### src/rtl/core/u16550_pkg.sv
`default_nettype none
package u16550_pkg;

   localparam int unsigned REG_BASE_DEFAULT = 4096;

   localparam logic [15:0] OFS_BUF = 16'h0000;
   localparam logic [15:0] OFS_IER = 16'h0004;
   localparam logic [15:0] OFS_FCR = 16'h0008;
   localparam logic [15:0] OFS_LCR = 16'h000c;
   localparam logic [15:0] OFS_LSR = 16'h0014;

   localparam logic [31:0] LSR_DATA  = 32'h0000_0001;
   localparam logic [31:0] LSR_TXRDY = 32'h0000_0020;
   localparam logic [31:0] IER_RX    = 32'h0000_0001;
   localparam int unsigned LCR_DLAB_BIT = 7;

   typedef enum logic [1:0] {
      ACT_READ  = 2'd0,
      ACT_WRITE = 2'd1,
      ACT_TICK  = 2'd2,
      ACT_IDLE  = 2'd3
   } action_type;

   typedef enum logic [2:0] {
      TGT_NONE = 3'd0,
      TGT_RBR  = 3'd1,
      TGT_THR  = 3'd2,
      TGT_DLL  = 3'd3,
      TGT_IER  = 3'd4,
      TGT_DLM  = 3'd5,
      TGT_FCR  = 3'd6,
      TGT_LCR  = 3'd7
   } target_type;

   typedef struct packed {
      logic       err;
      logic       lsr;
      target_type tgt;
   } dec_type;

   typedef struct packed {
      logic [31:0] read_data;
      logic        access_error;
      logic        irq_level;
      logic        tx_valid;
      logic [7:0]  tx_byte;
   } result_type;

endpackage
`default_nettype wire

### src/rtl/core/u16550_decode.sv
`default_nettype none
module u16550_decode
   import u16550_pkg::*;
#(
   parameter int unsigned REG_BASE = REG_BASE_DEFAULT
) (
   input  wire logic [1:0]  action,
   input  wire logic [15:0] offset,
   input  wire logic        dlab,
   output dec_type          dec
);

   localparam logic [15:0] Base = REG_BASE[15:0];

   logic is_rd;
   logic is_wr;

   assign is_rd = (action == ACT_READ);
   assign is_wr = (action == ACT_WRITE);

   always_comb begin
      dec.err = 1'b0;
      dec.lsr = 1'b0;
      dec.tgt = TGT_NONE;
      if (is_rd || is_wr) begin
         if (offset == Base + OFS_BUF) begin
            if (dlab) begin
               dec.tgt = TGT_DLL;
            end else if (is_wr) begin
               dec.tgt = TGT_THR;
            end else begin
               dec.tgt = TGT_RBR;
            end
         end else if (offset == Base + OFS_IER) begin
            dec.tgt = dlab ? TGT_DLM : TGT_IER;
         end else if (offset == Base + OFS_FCR) begin
            if (is_wr || dlab) begin
               dec.tgt = TGT_FCR;
            end else begin
               dec.err = 1'b1;
            end
         end else if (offset == Base + OFS_LCR) begin
            dec.tgt = TGT_LCR;
         end else if (offset == Base + OFS_LSR) begin
            dec.lsr = 1'b1;
         end else begin
            dec.err = 1'b1;
         end
      end
   end

endmodule
`default_nettype wire

### src/rtl/core/u16550_regs.sv
`default_nettype none
module u16550_regs
   import u16550_pkg::*;
(
   input  wire logic        clock,
   input  wire logic        reset,
   input  wire logic        exec,
   input  wire logic [1:0]  action,
   input  wire logic [31:0] write_data,
   input  wire logic        rx_valid,
   input  wire logic [7:0]  rx_byte,
   input  wire dec_type     dec,
   output logic             dlab,
   output result_type       result
);

   logic [7:0]  rbr_ff, rbr_in;
   logic [31:0] thr_ff, thr_in;
   logic [31:0] ier_ff, ier_in;
   logic [31:0] fcr_ff, fcr_in;
   logic [31:0] lcr_ff, lcr_in;
   logic [31:0] lsr_ff, lsr_in;
   logic [31:0] dll_ff, dll_in;
   logic [31:0] dlm_ff, dlm_in;
   logic        irq_ff, irq_in;

   assign dlab = lcr_ff[LCR_DLAB_BIT];

   always_comb begin
      rbr_in = rbr_ff;
      thr_in = thr_ff;
      ier_in = ier_ff;
      fcr_in = fcr_ff;
      lcr_in = lcr_ff;
      lsr_in = lsr_ff;
      dll_in = dll_ff;
      dlm_in = dlm_ff;
      irq_in = irq_ff;
      result.read_data    = '0;
      result.access_error = 1'b0;
      result.tx_valid     = 1'b0;
      result.tx_byte      = '0;
      case (action)
         ACT_READ: begin
            result.access_error = dec.err;
            if (dec.lsr) begin
               result.read_data = lsr_ff;
            end else begin
               case (dec.tgt)
                  TGT_RBR: begin
                     result.read_data = {24'd0, rbr_ff};
                     lsr_in = lsr_ff & ~LSR_DATA;
                     irq_in = 1'b0;
                  end
                  TGT_DLL: result.read_data = dll_ff;
                  TGT_IER: result.read_data = ier_ff;
                  TGT_DLM: result.read_data = dlm_ff;
                  TGT_FCR: result.read_data = fcr_ff;
                  TGT_LCR: result.read_data = lcr_ff;
                  default: result.read_data = '0;
               endcase
            end
         end
         ACT_WRITE: begin
            result.access_error = dec.err;
            if (dec.lsr) begin
               lsr_in = write_data;
            end else begin
               case (dec.tgt)
                  TGT_THR: begin
                     thr_in = write_data;
                     lsr_in = lsr_ff & ~LSR_TXRDY;
                  end
                  TGT_DLL: dll_in = write_data;
                  TGT_IER: ier_in = write_data;
                  TGT_DLM: dlm_in = write_data;
                  TGT_FCR: fcr_in = write_data;
                  TGT_LCR: lcr_in = write_data;
                  default: ;
               endcase
            end
         end
         ACT_TICK: begin
            if (rx_valid) begin
               rbr_in = rx_byte;
               lsr_in = lsr_ff | LSR_DATA;
               if ((ier_ff & IER_RX) != '0) begin
                  irq_in = 1'b1;
               end
            end
            if ((lsr_ff & LSR_TXRDY) == '0) begin
               result.tx_valid = 1'b1;
               result.tx_byte  = thr_ff[7:0];
               lsr_in = lsr_in | LSR_TXRDY;
            end
         end
         default: ;
      endcase
      result.irq_level = irq_in;
   end

   always_ff @(posedge clock) begin
      if (reset) begin
         rbr_ff <= '0;
         thr_ff <= '0;
         ier_ff <= '0;
         fcr_ff <= '0;
         lcr_ff <= '0;
         lsr_ff <= LSR_TXRDY;
         dll_ff <= '0;
         dlm_ff <= '0;
         irq_ff <= 1'b0;
      end else if (exec) begin
         rbr_ff <= rbr_in;
         thr_ff <= thr_in;
         ier_ff <= ier_in;
         fcr_ff <= fcr_in;
         lcr_ff <= lcr_in;
         lsr_ff <= lsr_in;
         dll_ff <= dll_in;
         dlm_ff <= dlm_in;
         irq_ff <= irq_in;
      end
   end

endmodule
`default_nettype wire

### src/rtl/core/uart_16550_register_model_core.sv
// A request beat is held in the request register, its result in the
// response register, written by the register decode and update logic.
// Throughput: one beat per cycle unless rsp_ready stalls the response.
// Reset is synchronous and active high; it empties both pipeline registers
// and returns every UART register to its reset value (line status 0x20).
`default_nettype none
module uart_16550_register_model_core
   import u16550_pkg::*;
#(
   parameter int unsigned REG_BASE = REG_BASE_DEFAULT
) (
   input  wire logic        clock,
   input  wire logic        reset,
   input  wire logic        req_valid,
   output logic             req_ready,
   input  wire logic [1:0]  req_action,
   input  wire logic [15:0] req_offset,
   input  wire logic [31:0] req_write_data,
   input  wire logic        req_rx_valid,
   input  wire logic [7:0]  req_rx_byte,
   output logic             rsp_valid,
   input  wire logic        rsp_ready,
   output logic [31:0]      rsp_read_data,
   output logic             rsp_access_error,
   output logic             rsp_irq_level,
   output logic             rsp_tx_valid,
   output logic [7:0]       rsp_tx_byte
);

   logic        in_valid_ff, in_valid_in;
   logic [1:0]  action_ff;
   logic [15:0] offset_ff;
   logic [31:0] wdata_ff;
   logic        rxv_ff;
   logic [7:0]  rxb_ff;
   logic        out_valid_ff, out_valid_in;
   result_type  result_ff;
   result_type  result;
   dec_type     dec;
   logic        dlab;
   logic        advance;
   logic        exec;
   logic        take;

   assign advance = !out_valid_ff || rsp_ready;
   assign exec    = in_valid_ff && advance;
   assign req_ready = !in_valid_ff || advance;
   assign take    = req_valid && req_ready;

   assign in_valid_in  = take ? 1'b1 : (exec ? 1'b0 : in_valid_ff);
   assign out_valid_in = advance ? in_valid_ff : out_valid_ff;

   u16550_decode #(
      .REG_BASE(REG_BASE)
   ) u_decode (
      .action (action_ff),
      .offset (offset_ff),
      .dlab   (dlab),
      .dec    (dec)
   );

   u16550_regs u_regs (
      .clock      (clock),
      .reset      (reset),
      .exec       (exec),
      .action     (action_ff),
      .write_data (wdata_ff),
      .rx_valid   (rxv_ff),
      .rx_byte    (rxb_ff),
      .dec        (dec),
      .dlab       (dlab),
      .result     (result)
   );

   always_ff @(posedge clock) begin
      if (reset) begin
         in_valid_ff  <= 1'b0;
         out_valid_ff <= 1'b0;
      end else begin
         in_valid_ff  <= in_valid_in;
         out_valid_ff <= out_valid_in;
      end
   end

   always_ff @(posedge clock) begin
      if (take) begin
         action_ff <= req_action;
         offset_ff <= req_offset;
         wdata_ff  <= req_write_data;
         rxv_ff    <= req_rx_valid;
         rxb_ff    <= req_rx_byte;
      end
      if (exec) begin
         result_ff <= result;
      end
   end

   assign rsp_valid        = out_valid_ff;
   assign rsp_read_data    = result_ff.read_data;
   assign rsp_access_error = result_ff.access_error;
   assign rsp_irq_level    = result_ff.irq_level;
   assign rsp_tx_valid     = result_ff.tx_valid;
   assign rsp_tx_byte      = result_ff.tx_byte;

`ifndef SYNTHESIS
   a_err_no_data: assert property (@(posedge clock) disable iff (reset)
      rsp_valid && rsp_access_error |-> rsp_read_data == 32'd0)
      else $error("error beat carries read data");

   a_tx_clean: assert property (@(posedge clock) disable iff (reset)
      rsp_valid && rsp_tx_valid |-> !rsp_access_error && rsp_read_data == 32'd0)
      else $error("transmit beat carries bus result");

   a_no_bubble: assert property (@(posedge clock) disable iff (reset)
      !out_valid_ff |-> req_ready)
      else $error("request stalled with empty response stage");

   a_pipe_advance: assert property (@(posedge clock) disable iff (reset)
      exec |=> out_valid_ff)
      else $error("executed beat did not reach response stage");
`endif

endmodule
`default_nettype wire

### config.mk
export PLATFORM = sky130hd
export DESIGN_NAME = uart_16550_register_model_core
export DESIGN_NICKNAME = d
export VERILOG_FILES = /design/src/rtl/core/u16550_pkg.sv /design/src/rtl/core/u16550_decode.sv /design/src/rtl/core/u16550_regs.sv /design/src/rtl/core/uart_16550_register_model_core.sv
export SDC_FILE = /design/constraint.sdc
export NUM_CORES = 1
export LEC_CHECK = 0
export BUFFER_PORTS_ARGS = -buffer_cell sky130_fd_sc_hd__buf_2
export CORE_AREA = 8 8 199 201
export DETAILED_ROUTE_END_ITERATION = 10
export DIE_AREA = 0 0 207 209
export PLACE_DENSITY = 0.53
export SLEW_MARGIN = 20
export SYNTH_ARGS = -nofsm -noshare
export SYNTH_HDL_FRONTEND = slang
export SYNTH_SLANG_ARGS = --single-unit
### constraint.sdc
create_clock -name clock -period 2.8 [get_ports clock]
set_clock_uncertainty 0.15 [all_clocks]
set_input_delay 0.56 -clock clock [delete_from_list [all_inputs] [get_ports clock]]
set_output_delay 0.56 -clock clock [all_outputs]
set_load 0.05 [all_outputs]
==> run metrics, run 1 <==
Reg clk slew, reported paths=0.06 ns; met3 WL post-DR=2150 um; share of cells above drive strength 1=17.9%; die height=209 um; via count=10.1k; sw frac=22.4%; first-pass GRT wire length=60000 um; max_cap viols=0; endpoints failing setup=0; Worst EP required=3.00 ns; combinational power share=4.5%; Final Hold Viols=0; largest net degree at the start of global routing=75; FF/Latch Area=7290 um^2; Placer Congestion=0.824; crit path DAT=2.97 ns; Chip Width=207 um; sequential area share after synthesis=57.7%; Yosys reg bits=313; multiplexer share of the synthesized area=5.73%; Routed WL per cell=20.7 um; Max Slew Vio Count=0; Simple-Gate Fraction of Synth Area=18.7%; Post-Synth Adder-Cell Area=0.396%; CTS Buffer Depth=3; Pwr Density=646 nW/um^2; vias in the first global route=10.1k; XOR/XNOR share of the synthesized area=0%; Cell variety after synth=63; FMAX=361 MHz; dpl cells=1816; antenna fix cells=0; Rel. slew slack=35.4%; Syn. warnings=0; Clk Tree Root Cell=clkbuf_16; Syn Nets=1341; routed wl met2=19100 um; min-delay src=req_write_data[21]; post-layout instance area=15100 um^2; Top Layer Used=met5; post-detail-place hpwl=24000 um; Post-CTS Setup Repair Bufs=0; worst-path fanout max=5; worst reg2reg path endpoint=rsp_read_data[25]$_SDFFCE_PN0P_; Worst VDD drop=314 uV; Multi-input gate area=4900 um^2; post-synthesis compound-gate area fraction=13.8%; status=finished, final reports clean; Async SR Flop Fraction=0%; Post-Synthesis Cells=1274; TritonCTS sink count=313; reg2reg setup slack=0.03 ns; core area=36300 um^2; min-delay worst type=input port to flip-flop; Least-Margin Pin Slew=0.961 ns; post-synth top area cell=dfxtp_1; clock power share=45.5%; Rows=70; WL final=38900 um; Switching Power=0.00218 W; Iteration-0 DRC Markers=839; Initial Utilization=34.8%; RSZ-0062 raised after global routing=true; commonest non-fill, non-tap cell in the layout=nand2_1; Post-DP Area=14000 um^2; Boundary Pins=108; CP Launch Type=flip-flop; layout filler cell count=3558; largest family of logic cells by synthesized area=simple AND/OR/NAND/NOR gates; critical path startpoint=offset_ff[9]$_DFFE_PP_; M1 wire length=16900 um; port buffer count=107; Post-synth EDFFs=102; Main synth FF type=dfxtp_1; Synth area leaders=dfxtp_1 (33%), edfxtp_1 (24%), nand2_1 (9.1%); Synth Area per Inst=9.91 um^2; H-tree depth=2; Seq pwr share=50.0%; Final min period=2.77 ns; Pint=0.00754 W; most frequent cells in the layout=nand2_1 (307), dfxtp_1 (211), a21oi_1 (174); DRC viols=0; CP endpoint kind=flip-flop; # nets final=1452; worst r2r src=offset_ff[9]$_DFFE_PP_; drt first pass iters=7; setup TNS=0 ns; top cell type's share of synthesized area=33.4%; vias per cell=5.37; pre-CTS setup slack=0.0775 ns; leakage power total=5.35 nW; worst r2r path cells=5; Clk Latency, worst-skew pair=0.50 ns; final worst slack=0.0323 ns; total track usage=17.4%; CTS tree=built; synthesized area=12600 um^2; TritonCTS Buffers=35; end of the critical path=rsp_read_data[25]$_SDFFCE_PN0P_; Min Hold Slack=0.0760 ns; crit share post-route=98.8%; Routed Antenna Nets=0; area grow syn2layout=19.2%; die area=43300 um^2; total gr overflow=0; initial antenna violation count=1; WS Path Type=flip-flop to flip-flop; post-route insts no fill=1878
layout make-up:
class | count | area share (%)
clock inverter | 8 | 0.598
timing repair buffer | 169 | 7.69
tap | 468 | 3.89
clock buffer | 54 | 6.69
multi-input combinational | 858 | 32.5
sequential | 313 | 48.4
inverter | 8 | 0.224
layer usage:
layer / vias to the layer above / track usage [%]
met5: - / 0
met4: 2 / 5.03
met3: 64 / 2.63
met2: 304 / 30.2
met1: 4945 / 22.0
li1: 4767 / -
worst min path at each step:
stage,endpoint,slack [ns],cells after the start
floorplan,u_regs.dlm_ff[11]$_SDFFE_PP0P_,0.28,2
global placement,u_regs.dlm_ff[22]$_SDFFE_PP0P_,0.28,2
detailed placement,u_regs.lcr_ff[14]$_SDFFE_PP0P_,0.29,2
CTS,rxb_ff[4]$_DFFE_PP_,0.06,1
global route,wdata_ff[14]$_DFFE_PP_,0.06,1
finish,wdata_ff[21]$_DFFE_PP_,0.08,1
cells by family (layout without fill, tap and decap cells):
family	count (synthesis)	count (layout)
simple gates	506	506
flops	313	313
compound gates	277	277
fa+ha+maj	4	4
mux	71	71
buf+inv	103	239
power groups by stage:
stage	logic (W)	clock network (W)	registers (W)
3_5_place_dp	0.000437	0	0.00496
6_report	0.000434	0.00442	0.00486
4_1_cts	0.000439	0.00454	0.00486
2_1_floorplan	0.000162	0	0.00502
5_1_grt	0.000459	0.00469	0.00487
3_3_place_gp	0.000435	0	0.00496
critical path, stage by stage, from the launching register on:
cell,delay [ns]
edfxtp_1,0.43
nor4_2,0.46
nand4_2,0.29
nor3_1,0.85
a222oi_1,0.25
a21oi_1,0.20
cell usage after synthesis, drive strengths merged (3+ instances only):
library cell and number:
nor4b 4, nand4 21, a22o 13, nand2 307
ha 4, nor2 58, a22oi 28, o32a 5
nor3 15, or3 4, mux2 10, dfxtp 211
inv 8, a32oi 9, a21oi 174, and3 7
edfxtp 102, and2 12, or4 3, o211ai 7
buf 32, nor4 9, a222oi 14, a41oi 9
mux2i 61, nor2b 4, nand3 49, and4 4
clkbuf 63
registers in the layout, summed over array words and instances (netlist names), 32 cells and up:
signal,count
rsp_read_data,32
u_regs.dll_ff,32
u_regs.dlm_ff,32
u_regs.fcr_ff,32
u_regs.ier_ff,32
u_regs.lcr_ff,32
u_regs.lsr_ff,32
wdata_ff,32
what timing repair did:
item,4_1_cts,5_1_grt
resized for setup,0,0
hold buffers,0,0
setup endpoints to repair,0,10
stage by stage:
step / util, % / total power [W]
after CTS: 41.5 / 0.00984
after global placement: 38.5 / 0.00540
after floorplan: - / 0.00518
final: 41.5 / 0.00972
after global routing: 41.5 / 0.0100
after detailed placement: 38.5 / 0.00540
Power figures use the tool's default switching activity.
==> inputs of run 2 (changes only) <==
Settings changed: MAX_ROUTING_LAYER set to met4.
==> run 2 against run 1 <==
  * Setup slack improved by 0.052 ns
  * Global-route usage rose by 0.52 points
  * Die area did not move
==> run metrics, run 2 (same netlist as run 1, synthesis figures left out) <==
status=finished, final reports clean; Multi-input gate area=4900 um^2; Initial Utilization=34.8%; Rel. slew slack=38.9%; total power=0.00971 W; area grow syn2layout=19.2%; Clk Tree Root Cell=clkbuf_16; WL final=38900 um; TritonCTS sink count=313; dpl cells=1816; post-layout instance area=15100 um^2; CTS tree=built; port buffer count=107; Routed Antenna Nets=0; met1 usage=22.2%; GRT met2 Usage=30.3%; most frequent cells in the layout=nand2_1 (307), dfxtp_1 (211), a21oi_1 (174); die area=43300 um^2; share of cells above drive strength 1=17.9%; post-route insts no fill=1878; antenna fix cells=0; DRC viols=0; via count=10.1k; vias per cell=5.37; final worst slack=0.0843 ns; gr busiest metal=met2; core area=36300 um^2; TritonCTS Buffers=35; met3 GRT Util=2.32%; CP endpoint kind=flip-flop; Boundary Pins=108; Max Slew Vio Count=0; Worst VDD drop=311 uV; initial antenna violation count=0; Least-Margin Pin Slew=0.911 ns; total gr overflow=0; commonest non-fill, non-tap cell in the layout=nand2_1; Pwr Density=645 nW/um^2; max_cap viols=0; Rows=70; worst-path fanout max=10; Worst EP required=3.00 ns; Final min period=2.72 ns; FF/Latch Area=7290 um^2; Reg clk slew, reported paths=0.06 ns; Routed WL per cell=20.7 um; Post-DP Area=14000 um^2; Final Hold Viols=0; CTS Buffer Depth=3; reg2reg setup slack=0.08 ns; die height=209 um; first-pass GRT wire length=60100 um; pre-CTS setup slack=0.0775 ns; drt first pass iters=5; CP Launch Type=flip-flop; largest net degree at the start of global routing=75; RSZ-0062 raised after global routing=true; endpoints failing setup=0; Placer Congestion=0.837; WS Path Type=flip-flop to flip-flop; worst r2r src=offset_ff[9]$_DFFE_PP_; critical path startpoint=offset_ff[9]$_DFFE_PP_; leakage power total=5.35 nW; min-delay worst type=input port to flip-flop; min-delay src=req_write_data[21]; # nets final=1452; Iteration-0 DRC Markers=844; Chip Width=207 um; vias in the first global route=10.1k; FMAX=368 MHz; layout filler cell count=3558; crit share post-route=97.0%; setup TNS=0 ns; H-tree depth=2; post-detail-place hpwl=24000 um; crit path DAT=2.91 ns; Clk Latency, worst-skew pair=0.50 ns; # resized after CTS=0; total track usage=17.9%
run 2: cell counts in the layout (fill, tap and decap cells not counted):
No cell type changed its count.
run 2: path summary, 6_finish.rpt:
path	to	cells after the start
max	rsp_read_data[24]$_SDFFCE_PN0P_	5
min	wdata_ff[21]$_DFFE_PP_	1
max reg2reg	rsp_read_data[24]$_SDFFCE_PN0P_	5
min reg2reg	u_regs.lsr_ff[2]$_SDFFE_PP0P_	2
run 2: power by group:
part           switching (W)  internal, W  total (W)  leakage [nW]
sequential         0.0000889      0.00478    0.00486          2.67
clock                0.00176      0.00265    0.00441         0.535
combinational       0.000323     0.000110   0.000433          2.14
run 2: layout make-up:
cell class                      count  area share (%)
Sequential cell                   313            48.4
Multi-Input combinational cell    858            32.5
Timing Repair Buffer              169            7.69
Clock buffer                       54            6.69
Tap cell                          468            3.89
Clock inverter                      8           0.598
Inverter                            8           0.224
run 2: metal layers:
layer | part of all wire (%) | wire, um | vias up
met5 | 0 | 0 | -
met2 | 49 | 19000 | 306
met1 | 44 | 17200 | 4932
met3 | 4.9 | 1900 | 74
li1 | - | - | 4771
met4 | 2.1 | 808 | 0
run 2: critical path: stages (launching register included):
cell and delay [ns]:
edfxtp_1 0.42, nor4_2 0.46, nand4_2 0.29, nor3_2 0.82, a222oi_1 0.22, a21oi_1 0.20
run 2: stage by stage:
stage	hold WS, ns	utilization (%)
detailed placement	0.293	38.5
CTS	0.0594	41.5
floorplan	0.278	-
global route	0.0602	41.5
global placement	0.285	38.5
finish	0.0778	41.5
run 2: timing repair:
item,CTS,global route
setup buffers,0,0
hold buffers,0,0
setup endpoints to repair,0,10
